$ cat config.mk
export PLATFORM = sky130hd
export DESIGN_NAME = text_stream_cat_filter
export DESIGN_NICKNAME = d
export VERILOG_FILES = /design/src/rtl/tscf_pkg.sv /design/src/rtl/tscf_front.sv /design/src/rtl/tscf_queue.sv /design/src/rtl/tscf_back.sv /design/src/rtl/text_stream_cat_filter.sv
export SDC_FILE = /design/constraint.sdc
export NUM_CORES = 1
export LEC_CHECK = 0
export BUFFER_PORTS_ARGS = -buffer_cell sky130_fd_sc_hd__buf_2
export CAP_MARGIN = 20
export CORE_ASPECT_RATIO = 1.75
export CORE_MARGIN = 2
export CORE_UTILIZATION = 35
export CTS_CLUSTER_DIAMETER = 30
export DETAILED_ROUTE_END_ITERATION = 7
export GPL_ROUTABILITY_DRIVEN = 0
export GPL_TIMING_DRIVEN = 0
export SLEW_MARGIN = 20
export SYNTH_ARGS = -nofsm -noshare
export SYNTH_HDL_FRONTEND = slang
export SYNTH_SLANG_ARGS = --single-unit
$ cat constraint.sdc
create_clock -name aclk -period 5.54 [get_ports aclk]
set_input_delay 1.108 -clock aclk [delete_from_list [all_inputs] [get_ports aclk]]
set_output_delay 1.108 -clock aclk [all_outputs]
set_load 0.05 [all_outputs]
$ cat src/rtl/tscf_pkg.sv
// Shared types, constants and the character encoder of the text stream filter.
`default_nettype none

package tscf_pkg;

    // Width of the printed line number field; the counter holds as many BCD digits.
    localparam int NUM_DIGITS = 6;
    localparam int CNT_W      = 4 * NUM_DIGITS;

    // Positions of one item's output sequence: digits, tab, dollar, up to four char bytes.
    localparam int POS_TAB = NUM_DIGITS;
    localparam int POS_DOL = NUM_DIGITS + 1;
    localparam int POS_CHR = NUM_DIGITS + 2;
    localparam int POS_N   = NUM_DIGITS + 6;
    localparam int POS_W   = $clog2(POS_N);

    // Job queue between front and back.
    localparam int QDEPTH = 4;
    localparam int QPTR_W = $clog2(QDEPTH);

    // Configuration register indexes.
    localparam logic [2:0] REG_NUMBER_MODE      = 3'd0;
    localparam logic [2:0] REG_SQUEEZE_BLANK    = 3'd1;
    localparam logic [2:0] REG_SHOW_ENDS        = 3'd2;
    localparam logic [2:0] REG_SHOW_TABS        = 3'd3;
    localparam logic [2:0] REG_SHOW_NONPRINTING = 3'd4;

    // Numbering modes.
    localparam logic [1:0] NUM_NONE     = 2'd0;
    localparam logic [1:0] NUM_ALL      = 2'd1;
    localparam logic [1:0] NUM_NONBLANK = 2'd2;

    // Character codes.
    localparam logic [7:0] CH_TAB    = 8'h09;
    localparam logic [7:0] CH_NL     = 8'h0A;
    localparam logic [7:0] CH_SPACE  = 8'h20;
    localparam logic [7:0] CH_DOLLAR = 8'h24;
    localparam logic [7:0] CH_DASH   = 8'h2D;
    localparam logic [7:0] CH_ZERO   = 8'h30;
    localparam logic [7:0] CH_QMARK  = 8'h3F;
    localparam logic [7:0] CH_UPPER_I = 8'h49;
    localparam logic [7:0] CH_UPPER_M = 8'h4D;
    localparam logic [7:0] CH_CARET  = 8'h5E;
    localparam logic [7:0] CH_DEL    = 8'h7F;
    localparam logic [7:0] CH_HIGH   = 8'h80;
    localparam logic [7:0] CH_HIGH_PRINT = 8'hA0;
    localparam logic [7:0] CH_HIGH_DEL = 8'hFF;
    localparam logic [7:0] CARET_OFS = 8'h40;

    typedef struct packed {
        logic [1:0] number_mode;
        logic       squeeze_blank;
        logic       show_ends;
        logic       show_tabs;
        logic       show_nonprinting;
    } cfg_t;

    // Encoded character: bytes in order from b[0], last is the index of the final byte.
    typedef struct packed {
        logic [1:0]      last;
        logic [3:0][7:0] b;
    } chr_t;

    typedef struct packed {
        logic             num_en;
        logic [CNT_W-1:0] count;
        logic             dollar;
        chr_t             chr;
    } job_t;

    function automatic chr_t enc_char(input logic [7:0] c, input logic tabs,
                                      input logic np);
        chr_t r;
        r.last = 2'd0;
        r.b    = '0;
        r.b[0] = c;
        if (tabs && c == CH_TAB) begin
            r.last = 2'd1;
            r.b[0] = CH_CARET;
            r.b[1] = CH_UPPER_I;
        end else if (np) begin
            if (c == CH_TAB || c == CH_NL || (c >= CH_SPACE && c < CH_DEL)) begin
                r.last = 2'd0;
            end else if (c == CH_DEL) begin
                r.last = 2'd1;
                r.b[0] = CH_CARET;
                r.b[1] = CH_QMARK;
            end else if (c >= CH_HIGH_PRINT) begin
                r.b[0] = CH_UPPER_M;
                r.b[1] = CH_DASH;
                if (c != CH_HIGH_DEL) begin
                    r.last = 2'd2;
                    r.b[2] = c - CH_HIGH;
                end else begin
                    r.last = 2'd3;
                    r.b[2] = CH_CARET;
                    r.b[3] = CH_QMARK;
                end
            end else if (c >= CH_HIGH) begin
                r.last = 2'd3;
                r.b[0] = CH_UPPER_M;
                r.b[1] = CH_DASH;
                r.b[2] = CH_CARET;
                r.b[3] = c - CARET_OFS;
            end else begin
                r.last = 2'd1;
                r.b[0] = CH_CARET;
                r.b[1] = c + CARET_OFS;
            end
        end
        return r;
    endfunction

endpackage

`default_nettype wire

$ cat src/rtl/tscf_front.sv
// Front end: configuration registers, per-line state and job classification.
`default_nettype none

module tscf_front (
    input  wire logic                 aclk,
    input  wire logic                 aresetn,
    input  wire logic                 cfg_we,
    input  wire logic [2:0]           cfg_index,
    input  wire logic [1:0]           cfg_wdata,
    input  wire logic                 s_valid,
    output logic                      s_ready,
    input  wire logic [7:0]           s_data_byte,
    input  wire logic                 s_file_start,
    input  wire logic                 s_first_file,
    input  wire logic                 q_full,
    output logic                      q_push,
    output tscf_pkg::job_t            q_job
);

    tscf_pkg::cfg_t                  cfg_reg;
    logic [tscf_pkg::CNT_W-1:0]      cnt_reg, cnt_next, cnt_inc;
    logic                            an_reg, an_next, an_in, an_after;
    logic [1:0]                      run_reg, run_next, run_in, run_calc;
    logic                            is_nl, squeezed, do_num, tab_caret, accept;

    // Saturating BCD increment; an all-nines count stays where it is.
    function automatic logic [tscf_pkg::CNT_W-1:0] bcd_inc(
        input logic [tscf_pkg::CNT_W-1:0] v);
        logic [tscf_pkg::CNT_W-1:0] r;
        logic                       carry;
        logic                       all_nines;
        r         = v;
        carry     = 1'b1;
        all_nines = 1'b1;
        for (int i = 0; i < tscf_pkg::NUM_DIGITS; i++) begin
            if (v[4*i +: 4] != 4'd9) all_nines = 1'b0;
        end
        for (int i = 0; i < tscf_pkg::NUM_DIGITS; i++) begin
            if (carry) begin
                if (v[4*i +: 4] == 4'd9) begin
                    r[4*i +: 4] = 4'd0;
                end else begin
                    r[4*i +: 4] = v[4*i +: 4] + 4'd1;
                    carry       = 1'b0;
                end
            end
        end
        if (all_nines) r = v;
        return r;
    endfunction

    assign s_ready = !q_full;
    assign accept  = s_valid && s_ready;

    always_comb begin
        is_nl  = (s_data_byte == tscf_pkg::CH_NL);
        an_in  = s_file_start ? 1'b0 : an_reg;
        run_in = s_file_start ? {1'b0, s_first_file} : run_reg;

        squeezed = cfg_reg.squeeze_blank && is_nl && (run_in >= 2'd2);
        if (cfg_reg.squeeze_blank) begin
            run_calc = is_nl ? run_in + 2'd1 : 2'd0;
        end else begin
            run_calc = run_in;
        end

        do_num = !squeezed && ((cnt_reg == '0) || an_in) &&
                 ((cfg_reg.number_mode == tscf_pkg::NUM_ALL) ||
                  (cfg_reg.number_mode == tscf_pkg::NUM_NONBLANK && !is_nl));
        cnt_inc   = bcd_inc(cnt_reg);
        tab_caret = cfg_reg.show_tabs && (s_data_byte == tscf_pkg::CH_TAB);

        an_after = do_num ? 1'b0 : an_in;
        if (!tab_caret && is_nl) an_after = 1'b1;

        an_next  = an_reg;
        run_next = run_reg;
        cnt_next = cnt_reg;
        if (accept) begin
            // A squeezed newline still takes the file-start reset of the marks.
            an_next  = squeezed ? an_in : an_after;
            run_next = squeezed ? run_in : run_calc;
            cnt_next = do_num ? cnt_inc : cnt_reg;
        end

        q_push       = accept && !squeezed;
        q_job.num_en = do_num;
        q_job.count  = cnt_inc;
        q_job.dollar = cfg_reg.show_ends && is_nl;
        q_job.chr    = tscf_pkg::enc_char(s_data_byte, cfg_reg.show_tabs,
                                          cfg_reg.show_nonprinting);
    end

    always_ff @(posedge aclk) begin
        if (!aresetn) begin
            cfg_reg <= '0;
            cnt_reg <= '0;
            an_reg  <= 1'b0;
            run_reg <= 2'd1;
        end else begin
            cnt_reg <= cnt_next;
            an_reg  <= an_next;
            run_reg <= run_next;
            if (cfg_we) begin
                unique case (cfg_index)
                    tscf_pkg::REG_NUMBER_MODE:      cfg_reg.number_mode      <= cfg_wdata;
                    tscf_pkg::REG_SQUEEZE_BLANK:    cfg_reg.squeeze_blank    <= cfg_wdata[0];
                    tscf_pkg::REG_SHOW_ENDS:        cfg_reg.show_ends        <= cfg_wdata[0];
                    tscf_pkg::REG_SHOW_TABS:        cfg_reg.show_tabs        <= cfg_wdata[0];
                    tscf_pkg::REG_SHOW_NONPRINTING: cfg_reg.show_nonprinting <= cfg_wdata[0];
                    default: ;
                endcase
            end
        end
    end

endmodule

`default_nettype wire

$ cat src/rtl/tscf_queue.sv
// Short job queue that decouples the front end from the output sequencer.
`default_nettype none

module tscf_queue (
    input  wire logic           aclk,
    input  wire logic           aresetn,
    input  wire logic           push,
    input  wire tscf_pkg::job_t push_job,
    output logic                full,
    input  wire logic           pop,
    output tscf_pkg::job_t      head_job,
    output logic                empty
);

    tscf_pkg::job_t                  mem [tscf_pkg::QDEPTH];
    logic [tscf_pkg::QPTR_W-1:0]     wr_reg, rd_reg;
    logic [tscf_pkg::QPTR_W:0]       cnt_reg;
    logic                            do_push, do_pop;

    assign full     = (cnt_reg == (tscf_pkg::QPTR_W+1)'(tscf_pkg::QDEPTH));
    assign empty    = (cnt_reg == '0);
    assign head_job = mem[rd_reg];
    assign do_push  = push && !full;
    assign do_pop   = pop && !empty;

    always_ff @(posedge aclk) begin
        if (do_push) mem[wr_reg] <= push_job;
    end

    always_ff @(posedge aclk) begin
        if (!aresetn) begin
            wr_reg  <= '0;
            rd_reg  <= '0;
            cnt_reg <= '0;
        end else begin
            if (do_push) wr_reg <= wr_reg + 1'b1;
            if (do_pop)  rd_reg <= rd_reg + 1'b1;
            if (do_push && !do_pop) begin
                cnt_reg <= cnt_reg + 1'b1;
            end else if (do_pop && !do_push) begin
                cnt_reg <= cnt_reg - 1'b1;
            end
        end
    end

endmodule

`default_nettype wire

$ cat src/rtl/tscf_back.sv
// Back end: expands the queue head job into output bytes, one beat per cycle unless the output is stalled.
`default_nettype none

module tscf_back (
    input  wire logic           aclk,
    input  wire logic           aresetn,
    input  wire tscf_pkg::job_t head_job,
    input  wire logic           q_empty,
    output logic                q_pop,
    output logic                m_valid,
    input  wire logic           m_ready,
    output logic [7:0]          m_out_byte,
    output logic                m_last_of_run
);

    localparam logic [tscf_pkg::POS_W-1:0] P_TAB = tscf_pkg::POS_W'(tscf_pkg::POS_TAB);
    localparam logic [tscf_pkg::POS_W-1:0] P_DOL = tscf_pkg::POS_W'(tscf_pkg::POS_DOL);
    localparam logic [tscf_pkg::POS_W-1:0] P_CHR = tscf_pkg::POS_W'(tscf_pkg::POS_CHR);

    logic                         started_reg;
    logic [tscf_pkg::POS_W-1:0]   idx_reg;
    logic [tscf_pkg::POS_W-1:0]   cur_idx, next_idx, start_idx, chr_ofs;
    logic                         m_valid_reg;
    logic [7:0]                   byte_reg;
    logic                         last_reg;
    logic                         load, is_last, seen;
    logic [7:0]                   cur_byte;
    logic [3:0]                   dig;
    logic [tscf_pkg::NUM_DIGITS-1:0][7:0] dig_ch;

    assign m_valid       = m_valid_reg;
    assign m_out_byte    = byte_reg;
    assign m_last_of_run = last_reg;

    always_comb begin
        // Leading zeros of the line number print as spaces; the last digit always prints.
        seen   = 1'b0;
        dig    = '0;
        dig_ch = '0;
        for (int j = 0; j < tscf_pkg::NUM_DIGITS; j++) begin
            dig = head_job.count[4*(tscf_pkg::NUM_DIGITS-1-j) +: 4];
            if (dig != 4'd0 || j == tscf_pkg::NUM_DIGITS - 1) seen = 1'b1;
            dig_ch[j] = seen ? (tscf_pkg::CH_ZERO + {4'd0, dig}) : tscf_pkg::CH_SPACE;
        end

        if (head_job.num_en) begin
            start_idx = '0;
        end else if (head_job.dollar) begin
            start_idx = P_DOL;
        end else begin
            start_idx = P_CHR;
        end
        cur_idx = started_reg ? idx_reg : start_idx;
        chr_ofs = cur_idx - P_CHR;
        is_last = (cur_idx == P_CHR + {{(tscf_pkg::POS_W-2){1'b0}}, head_job.chr.last});

        if (cur_idx == P_TAB) begin
            next_idx = head_job.dollar ? P_DOL : P_CHR;
        end else begin
            next_idx = cur_idx + 1'b1;
        end

        cur_byte = head_job.chr.b[chr_ofs[1:0]];
        if (cur_idx == P_TAB) begin
            cur_byte = tscf_pkg::CH_TAB;
        end else if (cur_idx == P_DOL) begin
            cur_byte = tscf_pkg::CH_DOLLAR;
        end else begin
            for (int j = 0; j < tscf_pkg::NUM_DIGITS; j++) begin
                if (cur_idx == tscf_pkg::POS_W'(j)) cur_byte = dig_ch[j];
            end
        end

        load  = !q_empty && (!m_valid_reg || m_ready);
        q_pop = load && is_last;
    end

    always_ff @(posedge aclk) begin
        if (load) begin
            byte_reg <= cur_byte;
            last_reg <= is_last;
        end
    end

    always_ff @(posedge aclk) begin
        if (!aresetn) begin
            m_valid_reg <= 1'b0;
            started_reg <= 1'b0;
            idx_reg     <= '0;
        end else begin
            if (load) begin
                m_valid_reg <= 1'b1;
                started_reg <= !is_last;
                idx_reg     <= next_idx;
            end else if (m_ready) begin
                m_valid_reg <= 1'b0;
            end
        end
    end

endmodule

`default_nettype wire

$ cat src/rtl/text_stream_cat_filter.sv
// Top level of the text stream filter: front end, job queue and output sequencer.
//
//  Port group   Direction  Handshake          Payload
//  s_*          in         s_valid/s_ready    s_data_byte, s_file_start, s_first_file
//  m_*          out        m_valid/m_ready    m_out_byte, m_last_of_run
//  cfg_*        in         cfg_we             cfg_index, cfg_wdata
//
// The front end takes one input beat per cycle while the four-entry job queue has room.
// The output sequencer sends one beat per cycle unless m_ready stalls it, so an input byte
// yields 1 to NUM_DIGITS + 5 output beats (eleven with a six-digit number); a squeezed newline
// yields none. Reset is synchronous; there is no clearing pass.
// A stalled output holds its beat in the output register while the queue keeps filling.
`default_nettype none

module text_stream_cat_filter (
    input  wire logic       aclk,
    input  wire logic       aresetn,
    input  wire logic       cfg_we,
    input  wire logic [2:0] cfg_index,
    input  wire logic [1:0] cfg_wdata,
    input  wire logic       s_valid,
    output logic            s_ready,
    input  wire logic [7:0] s_data_byte,
    input  wire logic       s_file_start,
    input  wire logic       s_first_file,
    output logic            m_valid,
    input  wire logic       m_ready,
    output logic [7:0]      m_out_byte,
    output logic            m_last_of_run
);

    tscf_pkg::job_t push_job, head_job;
    logic           q_push, q_full, q_pop, q_empty;

    tscf_front u_front (
        .aclk         (aclk),
        .aresetn      (aresetn),
        .cfg_we       (cfg_we),
        .cfg_index    (cfg_index),
        .cfg_wdata    (cfg_wdata),
        .s_valid      (s_valid),
        .s_ready      (s_ready),
        .s_data_byte  (s_data_byte),
        .s_file_start (s_file_start),
        .s_first_file (s_first_file),
        .q_full       (q_full),
        .q_push       (q_push),
        .q_job        (push_job)
    );

    tscf_queue u_queue (
        .aclk     (aclk),
        .aresetn  (aresetn),
        .push     (q_push),
        .push_job (push_job),
        .full     (q_full),
        .pop      (q_pop),
        .head_job (head_job),
        .empty    (q_empty)
    );

    tscf_back u_back (
        .aclk          (aclk),
        .aresetn       (aresetn),
        .head_job      (head_job),
        .q_empty       (q_empty),
        .q_pop         (q_pop),
        .m_valid       (m_valid),
        .m_ready       (m_ready),
        .m_out_byte    (m_out_byte),
        .m_last_of_run (m_last_of_run)
    );

endmodule

`default_nettype wire

; Word level (Yosys, flattened, before mapping)
; Memories as Yosys holds them, arrays and structs flattened. A register that Yosys moved wholly into a read port is not among the register bits.
; Index checks and enable logic that the tools add are counted.
[op_classes]
addsub = 23
magnitude_cmp = 6
n_eq_ne = 31
muxes = 82
n_reduce_logical = 49
[ops]
columns = operator, n
row1 = 8-bit 2-to-1 mux, 13
row2 = 16-bit 2-to-1 mux, 6
row3 = 34-bit 2-to-1 mux, 2
row4 = 4-bit 2-to-1 mux, 15
row5 = "6-bit by 4-bit adder with 7-bit output, first input constant", 6
row6 = 32-bit 2-to-1 mux, 1
row7 = 1-bit 2-to-1 mux, 29
row8 = "4-bit by 1-bit adder with 4-bit output, second input constant", 7
row9 = "4-bit equality test, second input constant", 6
row10 = 24-bit logical NOT, 1
row11 = 24-bit 2-to-1 mux, 1
row12 = "4-bit inequality test, second input constant", 6
row13 = 2-bit 2-to-1 mux, 10
row14 = 4-bit nonzero test, 5
row15 = 1-bit logical AND, 17
row16 = 8-bit binary-select mux with 2-bit select, 1
row17 = "4-bit by 3-bit equality test with 1-bit output, second input constant", 4
row18 = "8-bit by 4-bit equality test with 1-bit output, second input constant", 2
row19 = "8-bit greater-or-equal comparator, second input constant", 2
row20 = 6-bit 2-to-1 mux, 2
row21 = 2-bit AND reduction, 6
row22 = 1-bit logical NOT, 9
row23 = "8-bit by 7-bit adder with 8-bit output, second input constant", 1
row24 = "4-bit by 2-bit equality test with 1-bit output, second input constant", 2
row25 = 26 further kinds, 37
[totals]
regBits = 55
ramBits = 240
inputBits = 20
output_inout_bits = 11
elab_cells = 209
memories = 1
[mem_list]
columns = memory, depth, word_bits, read_ports, rd_ports_with_merged_regs, wr, line
row1 = u_queue.mem, 4, 60, 1, 1, 1, tscf_queue.sv:15  ; tscf_pkg::job_t mem [tscf_pkg::QDEPTH];

; Logic depth before layout (Yosys ltp)
; Gate-level depths: netlist of the first run.
[depth]
word_depth = 13
ltp_mapped = 15

; Modules after synthesis
; A second synthesis of the first run with hierarchy kept.
[unflattened]
cells_unflattened = 900
hier_area_um2 = 13399.1
[modules_own_cells]
columns = module, instances, cells_each, area_per_inst_um2, seq_area_each_um2
row1 = tscf_queue, 1, 362, 9206.3, 7387.1
row2 = tscf_front, 1, 362, 2631.3, 660.6
row3 = tscf_back, 1, 176, 1561.5, 390.4

; Least setup slack after synthesis of the first run
; OpenSTA, ideal clock, no wires.
[synth_timing]
kind = input-to-reg
start = input port s_data_byte[5]
end = memory u_queue.mem[0][0] in the netlist's numbering (enable)
t_arrival_ns = 3.325
required_ns = 5.116
setup_slack_ns = 1.790
cell_stages = 5
n_path_buf = 1
path_cell_list = or2_2 > clkbuf_1 > nor4_2 > nor2_1 > and2_1
[synth_via]
elab_chain_cells = 8
[synth_lines]
columns = element, line
row1 = "start, declared", text_stream_cat_filter.sv:23  ; input wire logic [7:0] s_data_byte,
row2 = 8-bit by 4-bit equality test with 1-bit output, tscf_front.sv:56  ; is_nl = (s_data_byte == tscf_pkg::CH_NL);
row3 = 1-bit logical AND (2 in series), tscf_front.sv:60  ; squeezed = cfg_reg.squeeze_blank && is_nl && (run_in >= 2'd2);
row4 = 1-bit logical NOT, tscf_front.sv:86  ; q_push = accept && !squeezed;
row5 = 1-bit logical AND, tscf_front.sv:86
row6 = 1-bit logical AND, tscf_queue.sv:23  ; assign do_push = push && !full;
row7 = net u_queue.do_push, tscf_queue.sv:18  ; logic do_push, do_pop;
row8 = 1-bit 2-to-1 mux, tscf_queue.sv:27  ; if (do_push) mem[wr_reg] <= push_job;
row9 = 1-bit 2-to-1 mux (not written as such), tscf_queue.sv:27
row10 = "end, declared", tscf_queue.sv:15
; The timed path passes the listed nets, and every way through them passes these cells.

==> results of run 1 <==
==> cell usage after synthesis, types with 24 or more instances <==
library cell    n  area (um^2)
edfxtp_1      249         7477
clkbuf_1       24        90.09
o21ai_0        34        170.2
a21oi_1        34        170.2
mux2i_1        25        250.2
mux4_2         38        855.8
dfxtp_1        48        960.9
nand3_1        25        125.1
nand2_1        70        262.8
inv_1          24        90.09
and2_1         24        150.1
nor2_1         66        247.7
==> critical path, stage by stage, from the launching register on <==
cell,delay [ps]
dfxtp_1,320
buf_6,160
mux2i_1,350
nand3_2,340
nand3_4,200
buf_2,330
buf_2,400
ha_1,220
clkbuf_1,370
inv_1,240
nor2_1,140
a21oi_1,50
nor2_1,180
o21a_1,160
o22ai_1,80
o2bb2ai_1,190
==> power breakdown <==
group | switching (uW) | total (uW) | leakage [uW] | internal (uW)
Sequential | 81.8 | 2830 | 0.00269 | 2750
Clock | 1060 | 2530 | 0.000635 | 1470
Combinational | 1250 | 1920 | 0.00188 | 665
==> worst max path at each step <==
stage / slack (ps) / depth (start not counted) / startpoint / to
after global routing: 1220 / 13 / register / u_back.m_out_byte[0]
after CTS: 1530 / 13 / register / u_back.m_out_byte[0]
final: 1490 / 15 / register / u_back.m_out_byte[2]
after detailed placement: 1590 / 13 / register / u_back.m_out_byte[0]
after global placement: 140 / 6 / s_data_byte[5] / u_queue.mem[0][17]
after floorplan: 1790 / 5 / s_data_byte[5] / u_queue.mem[0][0]
==> metrics by stage <==
stage	instance area (um^2)	power [uW]	util (%)	hold WS (ps)
floorplan	13440	4183	-	438.9
global placement	14180	4776	37.68	453.8
detailed placement	14270	4807	37.92	462.7
CTS	15600	7336	41.45	471.2
global route	15600	7567	41.45	489.2
finish	15600	7276	41.45	471.1
==> routing by layer <==
| layer | track usage (%) | vias up | share of wire [%] |
|---|---|---|---|
| li1 | - | 3880 | - |
| met1 | 15.98 | 4192 | 34 |
| met2 | 32.71 | 205 | 57 |
| met3 | 2.127 | 93 | 3.0 |
| met4 | 9.851 | 0 | 5.8 |
| met5 | 0 | - | 0 |
==> cell type report <==
cell class / instances / area share (%)
Buffer: 46 / 1.540
Clock buffer: 41 / 6.440
Clock inverter: 28 / 2.093
Inverter: 25 / 0.6015
Multi-Input combinational cell: 609 / 30.01
Sequential cell: 297 / 54.09
Tap cell: 480 / 3.850
Timing Repair Buffer: 31 / 1.379
==> cell families (layout without fill, tap and decap cells) <==
kind of cell,Yosys count,in the layout,share of synthesized area [%]
adder cells (fa/ha/maj),10,10,0.9896
other,1,12,0.02798
buffers and inverters,71,171,2.493
AO/OA/AOI/OAI,158,158,7.795
AND/OR/NAND/NOR,314,314,12.67
flip-flops,297,297,62.96
XOR/XNOR,27,27,1.764
multiplexers,88,88,11.31
==> impl_metrics.json, run 1 <==
{
  "run_status": "completed",
  "yosysWarnings": 0,
  "number_of_antenna_violations_at_the_first_check_in_global_routing": 0,
  "fp.dieArea_um2": 39940,
  "drive_gt1_share_pct": 18.38,
  "placed_cells_incl_taps": 1488,
  "wire_length_after_detailed_routing_um": 33300,
  "synth_sequential_area_ratio_pct": 62.96,
  "leading_cell_type_in_the_layout_fill_and_taps_excluded": "edfxtp_1",
  "number_of_buffers_added_by_the_clock_tree_synthesis_step": 38,
  "peakVddDrop_uv": 200.3,
  "timing.fmax_ghz": 0.2467,
  "layout.cells.non_filler": 1557,
  "dr.pass1.iters": 5,
  "worst_setup_ep_type": "register",
  "worst-slew-pin-transition_ps": 1060,
  "die_width_um": 151.9,
  "final.fill_count": 3478,
  "synthesis.area_per_instance_um2": 13.87,
  "syn_inst": 966,
  "cts_setup_buffers": 0,
  "preCtsSetupSlack_ps": 1588,
  "timing.critical_path.from_type": "register",
  "number_of_cells_on_the_worst_reg_to_reg_path": 15,
  "worstHoldStart": "u_front.cfg_reg[2]",
  "synth_enable_flop_cells": 249,
  "initial_core_util_pct": 35.61,
  "io-pin-count": 31,
  "diodes": 0,
  "yosysUniqueCellTypes": 79,
  "timing.critical_path.fanout_max": 11,
  "vias": 8370,
  "layout_setup_ws_ps": 1487,
  "ff2ff_setup_slack_ps": 1490,
  "setup_tns_ps": 0,
  "placeableCoreArea_um2": 37640,
  "cts_sinks": 297,
  "hold-path-endpoint": "u_front.cfg_reg[2]",
  "grt_start_max_net_pins": 37,
  "post_drt_wl_per_cell_um": 21.39,
  "cts_tree": "done",
  "first_global_vias": 8678,
  "cts_root_buf": "clkbuf_16",
  "drv.max_cap_violation_count": 0,
  "number_of_synthesized_register_bits": 297,
  "worst-setup-path-type": "reg -> reg",
  "area.growth.synth_to_final_pct": 16.40,
  "detailedPlacementHpwl_um": 24100,
  "fin_skew_ps": 40.49,
  "detail_route.vias_per_cell": 5.376,
  "largest_register_ff_count": 240,
  "hold_path.class": "reg -> reg",
  "layout.cells.most_common_list": "edfxtp_1 (249), nand2_1 (70), nor2_1 (66), dfxtp_1 (48), buf_2 (41)",
  "h_tree_level_count": 2,
  "cts_hold_buffers": 0,
  "hold_path_cells": 2,
  "numPortBuffers": 27,
  "synthArstFlopShare_pct": 0,
  "final_max_slew_viol_count": 0,
  "detailedRoute.firstIterationViolations": 518,
  "num-nets-final": 1078,
  "layout_min_cycle_time_ps": 4053,
  "clockBufferDepth": 3,
  "final.period_utilization_pct": 73.16,
  "hold_fails_final_rpt": 0,
  "syn-cell-area_um2": 13400,
  "grt_util_all_layers_pct": 16.55,
  "required_ps": 5770,
  "yosys_most_used_dff": "edfxtp_1",
  "regToRegEndpoint": "u_back.m_out_byte[2]",
  "core.rowCount": 94,
  "setup_viol": 0,
  "sequential_cell_area_um2": 8438,
  "cts-resized-gates": 0,
  "clk_pin_slew_ps": 60,
  "dieHeight_um": 262.9,
  "route.detailed.drc": 0,
  "timing.critical_path.arrival_ps": 4280,
  "clk_latency_ps": 550,
  "ant_nets": 0,
  "globalRoute.totalOverflow": 0,
  "multi_input_comb_area_um2": 4682,
  "timing.max_slew.rel_slack_pct": 29.33,
  "setup_repair_after_global_routing_missed_its_margin": "false",
  "power.static_leakage_uw": 0.005204,
  "power.density_cell_area_nw_per_um2": 466.3,
  "first_pass_grt_wire_length_um": 50590
}
Power figures use the tool's default switching activity.
==> run 2, diff against run 1 <==
Settings changed: ABC_AREA set to 1.
Clock period 5.54 ns to 3.6 ns, I/O delays scaled along.
==> impl_metrics.json, run 2 <==
{
  "hold_path.class": "in -> reg",
  "syn-cell-area_um2": 13200,
  "clk_pin_slew_ps": 60,
  "fp.dieArea_um2": 39350,
  "yosys_most_used_dff": "edfxtp_1",
  "synthDominantCellAreaShare_pct": 56.64,
  "synthesis.area_per_instance_um2": 10.67,
  "vias": 9554,
  "number_of_antenna_violations_at_the_first_check_in_global_routing": 0,
  "timing.max_slew.rel_slack_pct": 24.90,
  "initial_core_util_pct": 35.30,
  "syn_inst": 1237,
  "cts-resized-gates": 1,
  "setup_repair_after_global_routing_missed_its_margin": "false",
  "setup_tns_ps": 0,
  "timing.fmax_ghz": 0.2902,
  "layout.cells.most_common_list": "edfxtp_1 (249), nand2_1 (206), nor2_1 (122), inv_1 (93)",
  "power.density_cell_area_nw_per_um2": 766.0,
  "synthArstFlopShare_pct": 0,
  "post_drt_wl_per_cell_um": 19.69,
  "yosys-top-cells-area": "edfxtp_1 (57%), dfxtp_1 (7.3%), nand2_1 (5.9%)",
  "clk_latency_ps": 520,
  "run_status": "completed",
  "timing.critical_path.arrival_ps": 3710,
  "synth_enable_flop_cells": 249,
  "worst-setup-path-type": "reg -> reg",
  "worst-slew-pin-transition_ps": 1112,
  "drv.max_cap_violation_count": 0,
  "peakVddDrop_uv": 356.2,
  "area.growth.synth_to_final_pct": 18.19,
  "globalRoute.totalOverflow": 0,
  "die_width_um": 150.8,
  "setup_viol": 0,
  "timing.critical_path.from_type": "register",
  "cts_setup_buffers": 0,
  "first_global_vias": 9651,
  "fin_skew_ps": 13.04,
  "wire_length_after_detailed_routing_um": 36080,
  "dr.pass1.iters": 6,
  "route.detailed.drc": 0,
  "cts_sinks": 297,
  "first_pass_grt_wire_length_um": 54590,
  "placed_cells_incl_taps": 1770,
  "power.static_leakage_uw": 0.005943,
  "drive_gt1_share_pct": 14.94,
  "cts_root_buf": "clkbuf_16",
  "layout.cells.non_filler": 1832,
  "h_tree_level_count": 2,
  "final.period_utilization_pct": 95.72,
  "core.rowCount": 94,
  "diodes": 0,
  "cts_tree": "done",
  "detail_route.vias_per_cell": 5.215,
  "worst_setup_ep_type": "register",
  "fin_worst_hold_slack_ps": 463.5,
  "number_of_buffers_added_by_the_clock_tree_synthesis_step": 35,
  "layout_min_cycle_time_ps": 3446,
  "detailedRoute.firstIterationViolations": 775,
  "clockBufferDepth": 3,
  "final_max_slew_viol_count": 0,
  "dieHeight_um": 260.9,
  "number_of_synthesized_register_bits": 297,
  "largest_register_ff_count": 240,
  "synth_sequential_area_ratio_pct": 63.92,
  "synthTopCellsByCount": "edfxtp_1 (249), nand2_1 (206), nor2_1 (126)",
  "leading_cell_type_in_the_layout_fill_and_taps_excluded": "edfxtp_1",
  "cts_hold_buffers": 0,
  "grt_start_max_net_pins": 23,
  "detailedPlacementHpwl_um": 26000,
  "synth_top_area_cell": "edfxtp_1",
  "placeableCoreArea_um2": 37400,
  "yosysWarnings": 0,
  "yosysMostFrequentCell": "edfxtp_1",
  "io-pin-count": 31,
  "required_ps": 3860,
  "numPortBuffers": 30,
  "yosysUniqueCellTypes": 61,
  "ant_nets": 0,
  "num-nets-final": 1357,
  "grt_util_all_layers_pct": 18.41,
  "timing.critical_path.fanout_max": 11,
  "hold_fails_final_rpt": 0
}
run 2: changes by cell type after synthesis, moves of 34 or more:
cell	previous run	this run
nand2_1	70	206
inv_1	24	93
nor2_1	66	126
a21oi_1	34	88
o21ai_0	34	88
mux4_2	38	0
nand3_1	25	59
run 2: metrics by stage:
step                      util (%)  power, uW  setup WS [ps]  cell area, um^2
after detailed placement     38.32       8189         -336.7            14330
after CTS                    41.70      12000          134.2            15600
after global routing         41.72      12510          14.02            15600
after floorplan                  -       6870         -815.6            13240
after global placement       37.41       8048          -3617            13990
final                        41.72      11950          154.0            15600
run 2: worst paths after layout:
path | end | slack (ps) | startpoint | cells past startpoint
max | u_back.m_out_byte[3] | 150 | register | 21
min | u_front.cfg_reg[5] | 460 | cfg_wdata[1] | 3
max reg2reg | u_back.m_out_byte[3] | 150 | register | 21
min reg2reg | u_back.idx_reg[3] | 460 | u_back.idx_reg[3] | 2
run 2: cell families after synthesis:
family / Yosys count / synth area share (%)
AOI/OAI and AO/OA: 293 / 13.45
xor gates and xnor gates: 10 / 0.7204
adders and majority gates: 10 / 1.005
buffers and inverters: 175 / 5.525
DFF: 297 / 63.92
muxes: 4 / 0.3033
other: 1 / 0.02841
and+or+nand+nor: 447 / 15.05
run 2: cell type report:
cell class | instances | area, um^2
plain buffers | 52 | 274.0
inverters | 123 | 461.7
well taps | 480 | 600.6
repair buffers | 42 | 445.4
multi-input cells | 776 | 4126
clock inverters | 21 | 315.3
flip-flops and latches | 297 | 8438
fillers | 3503 | 21800
clock buffers | 41 | 940.9
run 2: worst max-delay path: stages, from the launching register on:
cell	delay, ps
dfxtp_1	420
buf_4	220
nand2_1	90
nand3_1	100
nand2_1	70
nand2_2	110
nand2_4	110
nand2_2	120
buf_6	160
clkbuf_4	280
ha_1	240
nand3_1	300
inv_2	220
a21oi_1	130
nand2_1	90
nand2_1	50
nand2_1	50
nand2_1	90
nand2_1	80
nand2_1	110
nand2_1	80
nand2_1	70
run 2: per-layer routing:
metal  up-vias  track usage [%]  wire length (um)  part of all wire, %
li1       4555                -                 -                    -
met1      4633            18.62             12530                   35
met2       273            36.26             20440                   57
met3        93            1.906              1320                  3.7
met4         0            9.553              1793                  5.0
met5         -                0                 0                    0
run 2: report_power, final:
group          switching (uW)  internal (uW)  leakage, uW
Combinational            2600           1110      0.00259
Clock                    1460           2340     0.000602
Sequential                145           4280      0.00275
Total                    4210           7740      0.00594
